### src/rtl/assert_macros.svh
// ---------------------------------------------------------------------------
// Assertion macros
// Shared concurrent assertion wrappers; they compile to nothing under SYNTH.
// ---------------------------------------------------------------------------
`ifndef ASSERT_MACROS_SVH
`define ASSERT_MACROS_SVH
`ifndef SYNTH
// Property checked at every rising edge outside reset.
`define ASSERT_CLK(lbl, clk, rstn, prop) \
  lbl: assert property (@(posedge clk) disable iff (!rstn) (prop)) \
    else $error("assertion failed");
// Implication checked at every rising edge outside reset.
`define ASSERT_IMPL(lbl, clk, rstn, ante, cons) \
  lbl: assert property (@(posedge clk) disable iff (!rstn) (ante) |-> (cons)) \
    else $error("implication failed");
`else
`define ASSERT_CLK(lbl, clk, rstn, prop)
`define ASSERT_IMPL(lbl, clk, rstn, ante, cons)
`endif
`endif

### src/rtl/ssidip_pkg.sv
// ---------------------------------------------------------------------------
// ssidip_pkg
// Constants and types shared by the SSID and IP field extractor.
// ---------------------------------------------------------------------------
package ssidip_pkg;

  // Field widths.
  localparam int ByteW = 8;
  localparam int AddrW = 4;

  // Default capture lengths.
  localparam int SsidLenDef   = 10;
  localparam int IpPartLenDef = 16;

  // Characters recognized in the response text.
  localparam logic [ByteW-1:0] ChNul    = 8'h00;
  localparam logic [ByteW-1:0] ChColon  = 8'h3A;
  localparam logic [ByteW-1:0] ChQuote  = 8'h22;
  localparam logic [ByteW-1:0] ChP      = 8'h50;
  localparam logic [ByteW-1:0] ChComma  = 8'h2C;
  localparam logic [ByteW-1:0] ChPeriod = 8'h2E;

  // Period counter saturation and part switch point.
  localparam logic [1:0] PeriodMax    = 2'd3;
  localparam logic [1:0] PeriodSwitch = 2'd2;

  // Input register contents handed to the extraction stage.
  typedef struct packed {
    logic             valid;
    logic [ByteW-1:0] rx_byte;
  } stage_t;

endpackage

### src/rtl/ssidip_rx_if.sv
// ---------------------------------------------------------------------------
// ssidip_rx_if
// Receive byte channel with valid/ready handshake.
// ---------------------------------------------------------------------------
interface ssidip_rx_if;
  logic                        valid;
  logic                        ready;
  logic [ssidip_pkg::ByteW-1:0] rx_byte;

  modport source (output valid, output rx_byte, input ready);
  modport sink   (input valid, input rx_byte, output ready);
endinterface

### src/rtl/ssidip_res_if.sv
// ---------------------------------------------------------------------------
// ssidip_res_if
// Result channel: forwarded byte and store write strobes.
// ---------------------------------------------------------------------------
interface ssidip_res_if;
  logic                        valid;
  logic                        ready;
  logic                        fwd_valid;
  logic [ssidip_pkg::ByteW-1:0] fwd_byte;
  logic                        ssid_we;
  logic [ssidip_pkg::AddrW-1:0] ssid_addr;
  logic                        ip1_we;
  logic [ssidip_pkg::AddrW-1:0] ip1_addr;
  logic                        ip2_we;
  logic [ssidip_pkg::AddrW-1:0] ip2_addr;

  modport source (output valid, output fwd_valid, output fwd_byte, output ssid_we,
                  output ssid_addr, output ip1_we, output ip1_addr, output ip2_we,
                  output ip2_addr, input ready);
  modport sink   (input valid, input fwd_valid, input fwd_byte, input ssid_we,
                  input ssid_addr, input ip1_we, input ip1_addr, input ip2_we,
                  input ip2_addr, output ready);
endinterface

### src/rtl/ssidip_in_stage.sv
// ---------------------------------------------------------------------------
// ssidip_in_stage
// Input register for received bytes; holds one byte until the next stage
// takes it.
// ---------------------------------------------------------------------------
module ssidip_in_stage (
  input  logic               clk_i,
  input  logic               rst_ni,
  ssidip_rx_if.sink          rx,
  input  logic               take_i,
  output ssidip_pkg::stage_t stage_o
);

  logic                         valid_q, valid_d;
  logic [ssidip_pkg::ByteW-1:0] byte_q, byte_d;

  // Ready whenever the register is empty or is being emptied this cycle.
  assign rx.ready = !valid_q || take_i;

  always_comb begin
    valid_d = valid_q;
    byte_d  = byte_q;
    if (rx.ready) begin
      valid_d = rx.valid;
      byte_d  = rx.rx_byte;
    end
  end

  always_ff @(posedge clk_i or negedge rst_ni) begin
    if (!rst_ni) begin
      valid_q <= 1'b0;
    end else begin
      valid_q <= valid_d;
    end
  end

  // Payload needs no reset.
  always_ff @(posedge clk_i) begin
    byte_q <= byte_d;
  end

  assign stage_o.valid   = valid_q;
  assign stage_o.rx_byte = byte_q;

endmodule

### src/rtl/ssidip_extract.sv
// ---------------------------------------------------------------------------
// ssidip_extract
// Capture state, field detection and the result register.
// ---------------------------------------------------------------------------
`include "assert_macros.svh"

module ssidip_extract #(
  parameter int SsidLen   = ssidip_pkg::SsidLenDef,
  parameter int IpPartLen = ssidip_pkg::IpPartLenDef
) (
  input  logic               clk_i,
  input  logic               rst_ni,
  input  ssidip_pkg::stage_t stage_i,
  output logic               take_o,
  ssidip_res_if.source       res
);

  localparam int SsidCntW = $clog2(SsidLen + 1);
  localparam int IpCntW   = $clog2(IpPartLen + 1);
  localparam int ByteW    = ssidip_pkg::ByteW;
  localparam int AddrW    = ssidip_pkg::AddrW;

  // Capture state.
  logic [ByteW-1:0]    prev_q, prev_d;
  logic [ByteW-1:0]    pprev_q, pprev_d;
  logic                ssid_act_q, ssid_act_d;
  logic [SsidCntW-1:0] ssid_cnt_q, ssid_cnt_d;
  logic                ip_act_q, ip_act_d;
  logic [1:0]          period_q, period_d;
  logic                part1_q, part1_d;
  logic                part2_q, part2_d;
  logic [IpCntW-1:0]   ip1_cnt_q, ip1_cnt_d;
  logic [IpCntW-1:0]   ip2_cnt_q, ip2_cnt_d;

  // Result register.
  logic             out_valid_q;
  logic             fwd_valid_q, fwd_valid_d;
  logic [ByteW-1:0] fwd_byte_q, fwd_byte_d;
  logic             ssid_we_q, ssid_we_d;
  logic [AddrW-1:0] ssid_addr_q, ssid_addr_d;
  logic             ip1_we_q, ip1_we_d;
  logic [AddrW-1:0] ip1_addr_q, ip1_addr_d;
  logic             ip2_we_q, ip2_we_d;
  logic [AddrW-1:0] ip2_addr_q, ip2_addr_d;

  logic [ByteW-1:0] c;
  logic             nonzero;
  logic             is_quote;
  logic             wr_ssid, wr_ip1, wr_ip2;

  // A byte moves into the result register when that register is free or drained.
  assign take_o  = stage_i.valid && (!out_valid_q || res.ready);
  assign c       = stage_i.rx_byte;
  assign nonzero = (c != ssidip_pkg::ChNul);
  assign is_quote = (c == ssidip_pkg::ChQuote);

  // Write strobes from the state before this byte.
  assign wr_ssid = ssid_act_q && !is_quote;
  assign wr_ip1  = ip_act_q && part1_q && (ip1_cnt_q < IpPartLen);
  assign wr_ip2  = ip_act_q && part2_q && !is_quote && (ip2_cnt_q < IpPartLen);

  // Next capture state for a nonzero byte.
  always_comb begin
    ssid_cnt_d = ssid_cnt_q + SsidCntW'(wr_ssid);
    ssid_act_d = ssid_act_q && !(is_quote || (ssid_cnt_d >= SsidLen));
    if ((ssid_cnt_d < SsidLen) && (prev_q == ssidip_pkg::ChColon) && is_quote) begin
      ssid_act_d = 1'b1;
    end

    period_d  = period_q;
    part1_d   = part1_q;
    part2_d   = part2_q;
    ip_act_d  = ip_act_q;
    ip1_cnt_d = ip1_cnt_q + IpCntW'(wr_ip1);
    ip2_cnt_d = ip2_cnt_q + IpCntW'(wr_ip2);
    if (ip_act_q) begin
      if ((period_q != ssidip_pkg::PeriodMax) && (c == ssidip_pkg::ChPeriod)) begin
        period_d = period_q + 2'd1;
      end
      if (period_d == ssidip_pkg::PeriodSwitch) begin
        part1_d = 1'b0;
        part2_d = 1'b1;
      end
      if (is_quote) begin
        ip_act_d = 1'b0;
      end
    end
    // The IP start sequence only counts while part one is still empty.
    if ((ip1_cnt_d == '0) && (pprev_q == ssidip_pkg::ChP) &&
        (prev_q == ssidip_pkg::ChComma) && is_quote) begin
      part1_d  = 1'b1;
      ip_act_d = 1'b1;
    end

    pprev_d = prev_q;
    prev_d  = c;
  end

  // Result fields; a zero byte yields an all-zero result.
  always_comb begin
    fwd_valid_d = nonzero;
    fwd_byte_d  = c;
    ssid_we_d   = nonzero && wr_ssid;
    ip1_we_d    = nonzero && wr_ip1;
    ip2_we_d    = nonzero && wr_ip2;
    ssid_addr_d = ssid_we_d ? AddrW'(ssid_cnt_q) : '0;
    ip1_addr_d  = ip1_we_d ? AddrW'(ip1_cnt_q) : '0;
    ip2_addr_d  = ip2_we_d ? AddrW'(ip2_cnt_q) : '0;
  end

  // State registers; updated only by a nonzero byte.
  always_ff @(posedge clk_i or negedge rst_ni) begin
    if (!rst_ni) begin
      prev_q     <= '0;
      pprev_q    <= '0;
      ssid_act_q <= 1'b0;
      ssid_cnt_q <= '0;
      ip_act_q   <= 1'b0;
      period_q   <= '0;
      part1_q    <= 1'b0;
      part2_q    <= 1'b0;
      ip1_cnt_q  <= '0;
      ip2_cnt_q  <= '0;
    end else if (take_o && nonzero) begin
      prev_q     <= prev_d;
      pprev_q    <= pprev_d;
      ssid_act_q <= ssid_act_d;
      ssid_cnt_q <= ssid_cnt_d;
      ip_act_q   <= ip_act_d;
      period_q   <= period_d;
      part1_q    <= part1_d;
      part2_q    <= part2_d;
      ip1_cnt_q  <= ip1_cnt_d;
      ip2_cnt_q  <= ip2_cnt_d;
    end
  end

  // Result valid flag.
  always_ff @(posedge clk_i or negedge rst_ni) begin
    if (!rst_ni) begin
      out_valid_q <= 1'b0;
    end else if (take_o) begin
      out_valid_q <= 1'b1;
    end else if (res.ready) begin
      out_valid_q <= 1'b0;
    end
  end

  // Result payload, loaded on each transfer into the register.
  always_ff @(posedge clk_i) begin
    if (take_o) begin
      fwd_valid_q <= fwd_valid_d;
      fwd_byte_q  <= fwd_byte_d;
      ssid_we_q   <= ssid_we_d;
      ssid_addr_q <= ssid_addr_d;
      ip1_we_q    <= ip1_we_d;
      ip1_addr_q  <= ip1_addr_d;
      ip2_we_q    <= ip2_we_d;
      ip2_addr_q  <= ip2_addr_d;
    end
  end

  assign res.valid     = out_valid_q;
  assign res.fwd_valid = fwd_valid_q;
  assign res.fwd_byte  = fwd_byte_q;
  assign res.ssid_we   = ssid_we_q;
  assign res.ssid_addr = ssid_addr_q;
  assign res.ip1_we    = ip1_we_q;
  assign res.ip1_addr  = ip1_addr_q;
  assign res.ip2_we    = ip2_we_q;
  assign res.ip2_addr  = ip2_addr_q;

  // Counters never pass their capture lengths.
  `ASSERT_CLK(a_ssid_cnt_bound, clk_i, rst_ni, ssid_cnt_q <= SsidCntW'(SsidLen))
  `ASSERT_CLK(a_ip1_cnt_bound, clk_i, rst_ni, ip1_cnt_q <= IpCntW'(IpPartLen))
  `ASSERT_CLK(a_ip2_cnt_bound, clk_i, rst_ni, ip2_cnt_q <= IpCntW'(IpPartLen))
  // A result for a zero byte carries no write.
  `ASSERT_IMPL(a_zero_no_write, clk_i, rst_ni, out_valid_q && !fwd_valid_q, !ssid_we_q && !ip1_we_q && !ip2_we_q)
  // The SSID count only moves on a transfer that writes the SSID store.
  `ASSERT_IMPL(a_ssid_cnt_moves, clk_i, rst_ni, ssid_cnt_q != $past(ssid_cnt_q), $past(take_o && nonzero && wr_ssid))

endmodule

### src/rtl/ssid_ip_field_extractor.sv
// ---------------------------------------------------------------------------
// ssid_ip_field_extractor
// Watches response text one byte at a time, forwards nonzero bytes and
// raises SSID and IP store writes with their positions.
// ---------------------------------------------------------------------------
//  channel | direction | payload
//  --------+-----------+---------------------------------------------------
//  rx      | in        | rx_byte
//  res     | out       | fwd_valid, fwd_byte, ssid/ip1/ip2 write and address
//
// One byte per cycle sustained while results are taken; each byte waits in the
// input register and leaves from the result register on the next transfer.
// The result is set by combinational flag and counter logic per byte.
// Reset clears the byte history, capture flags and counters at once.
// A stalled result holds; the input register keeps accepting while the
// result register can be drained in the same cycle.
// ---------------------------------------------------------------------------
module ssid_ip_field_extractor #(
  parameter int SsidLen   = ssidip_pkg::SsidLenDef,
  parameter int IpPartLen = ssidip_pkg::IpPartLenDef
) (
  input  logic         clk_i,
  input  logic         rst_ni,
  ssidip_rx_if.sink    rx,
  ssidip_res_if.source res
);

  ssidip_pkg::stage_t stage;
  logic               take;

  // Input register.
  ssidip_in_stage u_in_stage (
    .clk_i   (clk_i),
    .rst_ni  (rst_ni),
    .rx      (rx),
    .take_i  (take),
    .stage_o (stage)
  );

  // Field detection and result register.
  ssidip_extract #(
    .SsidLen   (SsidLen),
    .IpPartLen (IpPartLen)
  ) u_extract (
    .clk_i   (clk_i),
    .rst_ni  (rst_ni),
    .stage_i (stage),
    .take_o  (take),
    .res     (res)
  );

endmodule
### src/flat_wrapper.sv
// flat-port wrapper written by rule: the top's interface ports become plain ports
module ssid_ip_field_extractor_flat 
#(
  parameter int SsidLen   = ssidip_pkg::SsidLenDef,
  parameter int IpPartLen = ssidip_pkg::IpPartLenDef
)
  (clk_i, rst_ni, rx_valid, rx_rx_byte, rx_ready, res_valid, res_fwd_valid, res_fwd_byte, res_ssid_we, res_ssid_addr, res_ip1_we, res_ip1_addr, res_ip2_we, res_ip2_addr, res_ready);
  ssidip_rx_if rx_i ();
  ssidip_res_if res_i ();
  input  logic clk_i;
  input  logic rst_ni;
  input wire logic [$bits(rx_i.valid)-1:0] rx_valid;
  input wire logic [$bits(rx_i.rx_byte)-1:0] rx_rx_byte;
  output wire logic [$bits(rx_i.ready)-1:0] rx_ready;
  output wire logic [$bits(res_i.valid)-1:0] res_valid;
  output wire logic [$bits(res_i.fwd_valid)-1:0] res_fwd_valid;
  output wire logic [$bits(res_i.fwd_byte)-1:0] res_fwd_byte;
  output wire logic [$bits(res_i.ssid_we)-1:0] res_ssid_we;
  output wire logic [$bits(res_i.ssid_addr)-1:0] res_ssid_addr;
  output wire logic [$bits(res_i.ip1_we)-1:0] res_ip1_we;
  output wire logic [$bits(res_i.ip1_addr)-1:0] res_ip1_addr;
  output wire logic [$bits(res_i.ip2_we)-1:0] res_ip2_we;
  output wire logic [$bits(res_i.ip2_addr)-1:0] res_ip2_addr;
  input wire logic [$bits(res_i.ready)-1:0] res_ready;
  assign rx_i.valid = rx_valid;
  assign rx_i.rx_byte = rx_rx_byte;
  assign rx_ready = rx_i.ready;
  assign res_valid = res_i.valid;
  assign res_fwd_valid = res_i.fwd_valid;
  assign res_fwd_byte = res_i.fwd_byte;
  assign res_ssid_we = res_i.ssid_we;
  assign res_ssid_addr = res_i.ssid_addr;
  assign res_ip1_we = res_i.ip1_we;
  assign res_ip1_addr = res_i.ip1_addr;
  assign res_ip2_we = res_i.ip2_we;
  assign res_ip2_addr = res_i.ip2_addr;
  assign res_i.ready = res_ready;
  ssid_ip_field_extractor #(.SsidLen(SsidLen), .IpPartLen(IpPartLen)) u_core (.clk_i(clk_i), .rst_ni(rst_ni), .rx(rx_i), .res(res_i));
endmodule
### config.mk
export PLATFORM = sky130hd
export DESIGN_NAME = ssid_ip_field_extractor_flat
export DESIGN_NICKNAME = d
export VERILOG_FILES = /design/src/rtl/ssidip_pkg.sv /design/src/rtl/ssidip_rx_if.sv /design/src/rtl/ssidip_res_if.sv /design/src/rtl/ssidip_in_stage.sv /design/src/rtl/ssidip_extract.sv /design/src/rtl/ssid_ip_field_extractor.sv /design/src/flat_wrapper.sv
export VERILOG_INCLUDE_DIRS = /design/src /design/src/rtl
export SDC_FILE = /design/constraint.sdc
export NUM_CORES = 1
export LEC_CHECK = 0
export ABC_AREA = 1
export BUFFER_PORTS_ARGS = -buffer_cell sky130_fd_sc_hd__buf_4
export CAP_MARGIN = 20
export CORE_MARGIN = 2
export CORE_UTILIZATION = 50
export CTS_CLUSTER_SIZE = 25
export DETAILED_ROUTE_END_ITERATION = 16
export HOLD_SLACK_MARGIN = 0.12
export PLACE_DENSITY = 0.76
export SYNTH_ARGS = -nofsm -noshare
export SYNTH_HDL_FRONTEND = slang
export SYNTH_HIERARCHICAL = 1
export SYNTH_SLANG_ARGS = --single-unit
### constraint.sdc
create_clock -name clk_i -period 2.2 [get_ports clk_i]
set_input_delay 0.33 -clock clk_i [delete_from_list [all_inputs] [get_ports clk_i]]
set_output_delay 0.33 -clock clk_i [all_outputs]
set_load 0.05 [all_outputs]
### Yosys cells after proc, flatten, opt, wreduce, memory -nomap -nowiden

Index checks and enable logic that the tools add are counted.

* word-level logic and storage cells: 80
* output and inout bits: 26
* input bits: 12
* flip-flop bits (word level): 70

* reduce and logical (&&, ||, !) cells: 33
* add/subtract/negate cells: 4
* equality and inequality tests: 7
* order comparisons: 4
* muxes and demuxes: 11

Operator list (number)
* $eq A8 B6 Y1 const B: 4
* $logic_and A1 B1 Y1: 18
* $add A5 B1 Y5: 2
* $lt A5 B5 Y1 const B: 2
* $mux W1: 9
* $eq A8 B7 Y1 const B: 1
* $reduce_bool A8 Y1: 1
* $reduce_and A3 Y1: 2
* $reduce_bool A2 Y1: 3
* $logic_not A5 Y1: 1
* $add A4 B1 Y4: 1
* $ge A4 B4 Y1 const B: 1
* $logic_not A1 Y1: 4
* $lt A4 B4 Y1 const B: 1
* $mux W2: 2
* $logic_or A1 B1 Y1: 3
* $add A2 B1 Y2 const B: 1
* $eq A2 B2 Y1 const B: 1
* $ne A2 B2 Y1 const B: 1
* $reduce_and A2 Y1: 1

### Depth between registers and ports, before layout

Gate-level depths: netlist of run 1.

* word-level depth: 9
* depth in mapped cells: 12
* mapped depth without buffers: 12

### Cells and area by module

Netlist of run 1, hierarchy kept.

By module, submodules not included
* ssidip_extract: instances 1, sequential area each 1646.6 µm², cells each 270, area each 2787.7 µm²
* ssidip_in_stage: instances 1, sequential area each 265.3 µm², cells each 14, area each 292.8 µm²

### Least setup slack after synthesis of run 1

No wires, ideal clock.

* kind: register -> register
* start: register u_core.u_extract.out_valid_q, in the netlist u_core/u_extract/res.valid
* end: register u_core/u_in_stage/byte_q[0] (netlist name), enable pin
* slack: 0.160 ns
* period minus slack after synthesis: 2.040 ns
* arrival: 1.682 ns
* path buffers: 0
* cell stages (with the launch flop): 4
* required time: 1.842 ns
* setup time: 0.358 ns
* cells stage by stage: dfrtp_1 > a21oi_4 > inv_1 > nand2_2

* longest elaborated chain between the ends: 4

RTL lines
* start: declaration: RTL line ssidip_extract.sv:36 `logic out_valid_q;`
* start signal: assignment: RTL line ssidip_extract.sv:141 `out_valid_q <= 1'b0;`
* start signal: assignment: RTL line ssidip_extract.sv:143 `out_valid_q <= 1'b1;`
* start signal: assignment: RTL line ssidip_extract.sv:145 `out_valid_q <= 1'b0;`
* $logic_not A1 Y1: RTL line ssidip_extract.sv:52 `assign take_o = stage_i.valid && (!out_valid_q || res.ready);`
* $logic_or A1 B1 Y1: RTL line ssidip_extract.sv:52
* $logic_and A1 B1 Y1: RTL line ssidip_extract.sv:52
* named net u_core.take: RTL line ssid_ip_field_extractor.sv:29 `logic take;`
* $logic_or A1 B1 Y1: RTL line ssidip_in_stage.sv:18 `assign rx.ready = !valid_q || take_i;`
* named net rx_ready: RTL line flat_wrapper.sv:14 `output wire logic [$bits(rx_i.ready)-1:0] rx_ready;`
* end signal: assignment: RTL line ssidip_in_stage.sv:39 `byte_q <= byte_d;`
* end: declaration: RTL line ssidip_in_stage.sv:15 `logic [ssidip_pkg::ByteW-1:0] byte_q, byte_d;`

The timed path passes the listed nets, and every way through them passes these cells.
A chain may end at the register's enable or synchronous reset.

### Worst setup path in the final report of run 1

* start: register u_core/u_in_stage/byte_q[6] (netlist name)
* end: register u_core.u_extract.ssid_act_q

* longest elaborated chain between the ends: 9
* elaborated cells on any way between the ends: 14
* classes of those cells: 1 x add/sub; 2 x order compare; 1 x eq/ne; 1 x mux; 9 x reduce/logical

RTL lines
* $eq A8 B6 Y1: RTL line ssidip_extract.sv:55 `assign is_quote = (c == ssidip_pkg::ChQuote);`
* $logic_not A1 Y1: RTL line ssidip_extract.sv:58 `assign wr_ssid = ssid_act_q && !is_quote;`
* $logic_and A1 B1 Y1: RTL line ssidip_extract.sv:58
* $add A4 B1 Y4: RTL line ssidip_extract.sv:64 `ssid_cnt_d = ssid_cnt_q + SsidCntW'(wr_ssid);`
* $ge A4 B4 Y1: RTL line ssidip_extract.sv:65 `ssid_act_d = ssid_act_q && !(is_quote || (ssid_cnt_d >= SsidLen));`
* $logic_or A1 B1 Y1: RTL line ssidip_extract.sv:65
* $logic_not A1 Y1: RTL line ssidip_extract.sv:65
* $logic_and A1 B1 Y1: RTL line ssidip_extract.sv:65
* $mux W1: RTL line ssidip_extract.sv:66 `if ((ssid_cnt_d < SsidLen) && (prev_q == ssidip_pkg::ChColon) && is_quote) begin`
* end signal: assignment: RTL line ssidip_extract.sv:127 `ssid_act_q <= ssid_act_d;`
* end: declaration: RTL line ssidip_extract.sv:26 `logic ssid_act_q, ssid_act_d;`

Parallel ways exist; a longest one is shown, timed or not.

==> results.py, run 1 <==
metrics = {
    "yosys": {
        "yosysUniqueCellTypes": 25,
        "avgSynthCellArea_sq_um": 10.8,
        "synth_warnings": 6,
        "syn_area_sq_um": 3080,
        "muxShareOfSynthArea_pct": 0,
        "synth_top_family_by_area": "simple AND/OR/NAND/NOR gates",
        "yosys.area_share.simple_pct": 17.0,
        "synth_nets": 303,
        "synth_fa_ha_area_share_pct": 2.84,
        "syn_inst": 284,
        "synth_xor_area_share_pct": 2.27,
        "synth_compound_area_share_pct": 7.39,
        "synth_seq_cells": 70,
        "yosysSeqAreaShare_pct": 62.1,
    },
    "cts": {
        "clock_latency_ps": 340,
        "cts_tree": "yes",
        "cts_buffer_depth": 2,
        "post_cts_buffers": 0,
        "root_buffer": "clkbuf_8",
        "cts.sinks": 70,
        "cts.reportedPaths.clkPinSlew_ps": 70,
        "htree_levels": 3,
        "numCtsBuffers": 9,
    },
    "worst_hold_path": {
        "min_path_type": "input port to flop",
        "holdPathStages": 1,
        "min_from": "rx_rx_byte[3]",
        "whs_endpoint": "u_core/u_in_stage/byte_q[3]",
    },
    "finish": {
        "layout-drive-gt1-share_pct": 29.3,
        "nNetsFinal": 348,
        "mostFrequentLayoutCell": "nand2_1",
        "syn2layout_area_growth_pct": 18.1,
        "antennaDiodeCount": 0,
        "fin_cells": 409,
        "final_cell_mix": "51 x nand2_1, 40 x buf_4, 38 x dfrtp_1",
        "fin_area_sq_um": 3640,
    },
    "floorplan": {
        "die_height_um": 82.5,
        "dieArea_sq_um": 6800,
        "pin_count": 38,
        "start_util_pct": 52.0,
        "die_w_um": 82.5,
        "coreArea_sq_um": 5920,
        "num_rows": 28,
    },
    "route": {
        "final_antenna_net_count": 0,
        "wl_mm": 5.22,
        "via_per_inst": 4.79,
        "num_vias": 1959,
        "drc": 0,
        "drtIter0Drc": 113,
        "dr.pass1.iters": 4,
        "avgRoutedWirePerCell_um": 12.8,
    },
    "global_routing": {
        "grt_overflow_total": 0,
        "antenna_found_initial": 0,
        "grt_pass1_vias": 1969,
        "grt_max_degree": 39,
        "grt_pass1_wl_mm": 8.69,
        "gr-usage-all-layers_pct": 17.7,
    },
    "worst_setup_path": {
        "crit_arrival_ps": 2280,
        "critPathKind": "flop to flop",
        "critPathLaunchType": "flop",
        "cp.required_ps": 2460,
        "cp_max_fo": 4,
        "r2r-end": "u_core/u_extract/ssid_act_q",
        "r2r-start": "u_core/u_in_stage/byte_q[6]",
        "rrSetupSlack_ps": 180,
        "end_kind": "flop",
        "ff2ff_path_depth": 12,
    },
    "placed_design": {
        "port_buffers": 37,
        "place_area_sq_um": 3390,
        "dp.cells": 392,
        "gp_congestion": 0.804,
        "hpwl_mm": 3.62,
    },
    "timing": {
        "fin_crit_sh_pct": 91.7,
        "skew_ps": 5.54,
        "setup_tns_ps": 0,
        "worst_pin_slew_ps": 492,
        "slew_violations": 0,
        "rsz0062_at_grt": "false",
        "min_period_ps": 2020,
        "timing.fmax_mhz": 496,
        "holdWs_ps": 157,
        "hold_viol": 0,
        "setup_viol": 0,
        "max_slew_margin_pct": 67.2,
    },
    "run_status": {
        "outcome": "completed",
    },
    "pwr": {
        "p_leak_nw": 1.69,
        "peakVddDrop_mv": 0.564,
        "power_density_nw_per_um2": 1100,
    },
    "run": {
        "cap_violations": 0,
    },
}
## routing by layer
layer | routed length, um | GRT usage (%)
met5 | 0 | 0
met3 | 259 | 6.30
met1 | 2410 | 21.8
met2 | 2470 | 28.6
met4 | 76 | 6.89
## cells by family (layout without fill, tap and decap cells)
group,after synthesis,after routing
simple gates,114,114
flops,70,70
compound gates,32,32
fa+ha+maj,7,7
xor+xnor,8,8
buf+inv,53,103
## report_power, final
group / switching, mW / internal (mW) / leakage, nW / total (mW)
clock: 0.472 / 0.751 / 0.114 / 1.22
sequential: 0.171 / 1.66 / 0.786 / 1.83
combinational: 0.629 / 0.312 / 0.787 / 0.941
## timing repair
item	CTS	global route
endpoints found under the setup margin	0	1
resized for setup	0	1
endpoints found under the hold margin	38	0
hold buffers	1	0
## worst max-delay path by stage
| stage | slack [ps] | start | cells past startpoint | to |
|---|---|---|---|---|
| 6_report | 180 | u_core/u_in_stage/byte_q[6] | 12 | u_core/u_extract/ssid_act_q |
| 5_1_grt | 30 | u_core/u_in_stage/byte_q[6] | 12 | u_core/u_extract/ssid_act_q |
| 4_1_cts | 120 | u_core/u_in_stage/byte_q[6] | 12 | u_core/u_extract/ssid_act_q |
| 3_5_place_dp | 130 | u_core/u_in_stage/byte_q[6] | 12 | u_core/u_extract/ssid_act_q |
| 3_3_place_gp | 290 | u_core/u_in_stage/byte_q[6] | 12 | u_core/u_extract/ssid_act_q |
| 2_1_floorplan | 160 | u_core/u_extract/res.valid | 3 | u_core/u_in_stage/byte_q[0] |
## critical path, cell delays in order (launching register included)
cell and delay, ps:
edfxtp_1 400, inv_2 100, nand2_2 90, nor2_2 180
nand2_2 110, nand2_1 90, inv_1 60, ha_1 190
ha_1 190, xor2_1 150, o21ai_0 150, nand2_1 60
o21ai_0 180
## synthesized netlist by cell type, drive strengths merged
cell type	instances	area (sq um)
a21oi	2	21.3
nand2	64	280
ha	7	87.6
dfrtp	38	951
xor2	7	61.3
xnor2	1	8.76
nand3	13	65.1
nand4	5	31.3
edfxtp	32	961
inv	46	173
nor2	31	141
nor3	1	5.00
buf	7	87.6
o21ai	30	206
## state kept, by name, indices dropped and copies added (netlist names), 5 cells and up, named ones only
signal / flops
u_core/u_extract/ip1_cnt_q: 5
u_core/u_extract/ip2_cnt_q: 5
u_core/u_extract/pprev_d: 8
u_core/u_extract/pprev_q: 8
u_core/u_extract/res.fwd_byte: 8
u_core/u_in_stage/byte_q: 8
## stage by stage
step / power [mW] / setup slack (ps) / util, %
2_1_floorplan: 2.56 / 160 / -
3_3_place_gp: 2.75 / 293 / 57.2
3_5_place_dp: 2.79 / 127 / 57.2
4_1_cts: 4.03 / 118 / 61.4
5_1_grt: 4.21 / 25.7 / 61.4
6_report: 3.99 / 183 / 61.4
## area by class of cell
class / instances / area (sq um)
inverter: 46 / 173
timing repair buffer: 41 / 310
tap: 75 / 93.8
clock buffer: 10 / 128
sequential: 70 / 1910
fill: 513 / 2280
multi-input combinational: 161 / 911
clock inverter: 6 / 110
(Power assumes the default switching activity.)
==> run 2: changes to the inputs <==
--- a/config.mk
+++ b/config.mk
@@ -6,15 +6,13 @@
 export SDC_FILE = /design/constraint.sdc
 export NUM_CORES = 1
 export LEC_CHECK = 0
-export ABC_AREA = 1
 export BUFFER_PORTS_ARGS = -buffer_cell sky130_fd_sc_hd__buf_4
 export CAP_MARGIN = 20
-export CORE_MARGIN = 2
 export CORE_UTILIZATION = 50
 export CTS_CLUSTER_SIZE = 25
 export DETAILED_ROUTE_END_ITERATION = 16
 export HOLD_SLACK_MARGIN = 0.12
-export PLACE_DENSITY = 0.76
+export PLACE_DENSITY = 0.75
 export SYNTH_ARGS = -nofsm -noshare
 export SYNTH_HDL_FRONTEND = slang
 export SYNTH_HIERARCHICAL = 1
==> run 2 against run 1 <==
The run now ends with setup timing left. Die area is 11% lower. Utilization grew 3.2 points. Clock skew is 4.2 ps higher. Sequential share of layout area rose by 0.79 points. Largest cell class unchanged. Largest power group unchanged. Highest routed layer unchanged.
==> results.py, run 2 <==
metrics = {
    "placed_design": {
        "dp.cells": 317,
        "port_buffers": 37,
        "hpwl_mm": 3.47,
        "gp_congestion": 0.781,
    },
    "cts": {
        "cts_buffer_depth": 2,
        "cts.sinks": 70,
        "clock_latency_ps": 340,
        "root_buffer": "clkbuf_8",
        "numCtsBuffers": 9,
        "htree_levels": 3,
        "cts_tree": "yes",
        "cts.reportedPaths.clkPinSlew_ps": 70,
    },
    "timing": {
        "setup_viol": 1,
        "worst_pin_slew_ps": 491,
        "min_period_ps": 2270,
        "hold_viol": 0,
        "fin_crit_sh_pct": 103,
        "skew_ps": 9.77,
        "slew_violations": 0,
        "max_slew_margin_pct": 67.2,
        "rsz0062_at_grt": "true",
        "setup_ws_ps": -66.5,
        "holdWs_ps": 165,
        "setup_tns_ps": -66.5,
        "timing.fmax_mhz": 441,
    },
    "finish": {
        "final_cell_mix": "52 x buf_4, 38 x dfrtp_1, 32 x edfxtp_1",
        "regArea_sq_um": 1910,
        "utilization_pct": 64.7,
        "n_fill_cell": 430,
        "syn2layout_area_growth_pct": 24.1,
        "nNetsFinal": 278,
        "mostFrequentLayoutCell": "buf_4",
        "multiInputGateArea_sq_um": 983,
        "fin_cells": 336,
        "antennaDiodeCount": 0,
        "layout-drive-gt1-share_pct": 38.3,
    },
    "route": {
        "via_per_inst": 5.29,
        "final_antenna_net_count": 0,
        "drtIter0Drc": 103,
        "wl_mm": 5.08,
        "avgRoutedWirePerCell_um": 15.1,
        "drc": 0,
        "dr.pass1.iters": 4,
        "num_vias": 1779,
    },
    "yosys": {
        "synth_seq_cells": 70,
        "ys_top_cells_by_area": "edfxtp_1 33%, dfrtp_1 33%, mux2_2 9.0%, xnor2_1 3.3%, ha_1 3.0%",
        "synth_area_leader_cell": "edfxtp_1",
        "postSynth.asyncResetShare_pct": 54.3,
        "synth_warnings": 6,
        "syn_inst": 198,
        "yosysSeqAreaShare_pct": 66.2,
        "yosysMostFrequentCell": "dfrtp_1",
        "avgSynthCellArea_sq_um": 14.6,
        "synth.top_cell.area_share_pct": 33.3,
        "synth_common_cells": "38 x dfrtp_1, 32 x edfxtp_1, 23 x mux2_2",
        "synth_nets": 217,
        "syn_area_sq_um": 2890,
        "synth_ff_type": "dfrtp_1",
        "yosysUniqueCellTypes": 34,
        "synth_edf_count": 32,
    },
    "worst_setup_path": {
        "end_kind": "flop",
        "critPathLaunchType": "flop",
        "cp_max_fo": 4,
        "crit_arrival_ps": 2490,
        "cp.required_ps": 2420,
        "critPathKind": "flop to flop",
    },
    "floorplan": {
        "die_w_um": 78.0,
        "pin_count": 38,
        "num_rows": 27,
        "die_height_um": 78.0,
        "start_util_pct": 52.1,
        "coreArea_sq_um": 5540,
        "dieArea_sq_um": 6080,
    },
    "global_routing": {
        "gr-usage-all-layers_pct": 19.5,
        "antenna_found_initial": 0,
        "grt_max_degree": 39,
        "grt_overflow_total": 0,
        "grt_pass1_vias": 1723,
        "grt_pass1_wl_mm": 8.60,
    },
    "pwr": {
        "power_mw": 2.99,
        "p_leak_nw": 1.53,
        "power_density_nw_per_um2": 835,
        "peakVddDrop_mv": 0.463,
    },
    "run_status": {
        "violations": "setup timing",
        "outcome": "complete, but fails checks",
    },
    "worst_hold_path": {
        "min_path_type": "input port to flop",
    },
    "run": {
        "cap_violations": 0,
    },
}
[run 2: metal layers]
layer | vias to the layer above | GRT usage, % | share of wire (%)
met1 | 874 | 24.4 | 43
met2 | 42 | 29.7 | 50
met4 | 0 | 12.0 | 2.7
li1 | 849 | - | -
met3 | 14 | 5.88 | 4.3
met5 | - | 0 | 0
[run 2: worst paths after layout]
kind | from | to | slack (ps) | cells after the start
max | u_core/u_in_stage/byte_q[6] | u_core/u_extract/ssid_act_q | -70 | 10
max reg2reg | u_core/u_in_stage/byte_q[6] | u_core/u_extract/ssid_act_q | -70 | 10
min | rx_rx_byte[3] | u_core/u_in_stage/byte_q[3] | 160 | 1
min reg2reg | u_core/u_extract/part2_q | u_core/u_extract/part2_q | 480 | 1
min in group asynchronous | rst_ni | u_core/u_extract/ssid_cnt_q[1] | 500 | 2
max in group asynchronous | rst_ni | u_core/u_extract/ip2_cnt_q[4] | 1350 | 2
[run 2: worst max-delay path: stages, from the launching register on]
cell	delay, ps
edfxtp_1	430
nor4_4	310
nand4_1	180
and2_4	190
ha_4	170
ha_4	270
o21ai_2	40
or2_4	230
a21oi_2	140
o21ai_1	70
o2bb2ai_1	120
[run 2: final cells by class]
class / instances / area share [%]
Clock buffer: 14 / 4.26
Multi-Input combinational cell: 120 / 27.4
Sequential cell: 70 / 53.4
Inverter: 4 / 0.419
Tap cell: 72 / 2.51
Clock inverter: 2 / 0.279
Timing Repair Buffer: 54 / 11.7
[run 2: metrics by stage]
stage	setup WS (ps)	area, sq um
4_1_cts	-73.3	3570
3_3_place_gp	-68.8	3390
2_1_floorplan	-66.0	2930
5_1_grt	-205	3580
3_5_place_dp	-151	3390
6_report	-66.5	3580
[run 2: timing repair]
action	4_1_cts	5_1_grt
setup endpoints to repair	1	2
hold buffers	1	0
pin swaps	1	1
hold endpoints to repair	38	0
gates resized for setup	2	1
gates cloned	0	0
buffers inserted	1	1
[run 2: cells by family (layout without fill, tap and decap cells)]
| family | Yosys count | count (layout) | share of synthesized area (%) |
|---|---|---|---|
| buf+inv | 8 | 74 | 1.82 |
| compound gates | 11 | 11 | 2.73 |
| simple gates | 68 | 68 | 13.9 |
| xor+xnor | 11 | 11 | 3.34 |
| fa+ha+maj | 7 | 7 | 3.03 |
| mux | 23 | 23 | 8.97 |
| flops | 70 | 70 | 66.2 |
[run 2: report_power, final]
part / total, mW / switching (mW) / internal [mW]
Combinational: 0.503 / 0.294 / 0.209
Clock: 0.869 / 0.431 / 0.438
Sequential: 1.62 / 0.0882 / 1.53
Total: 2.99 / 0.813 / 2.18
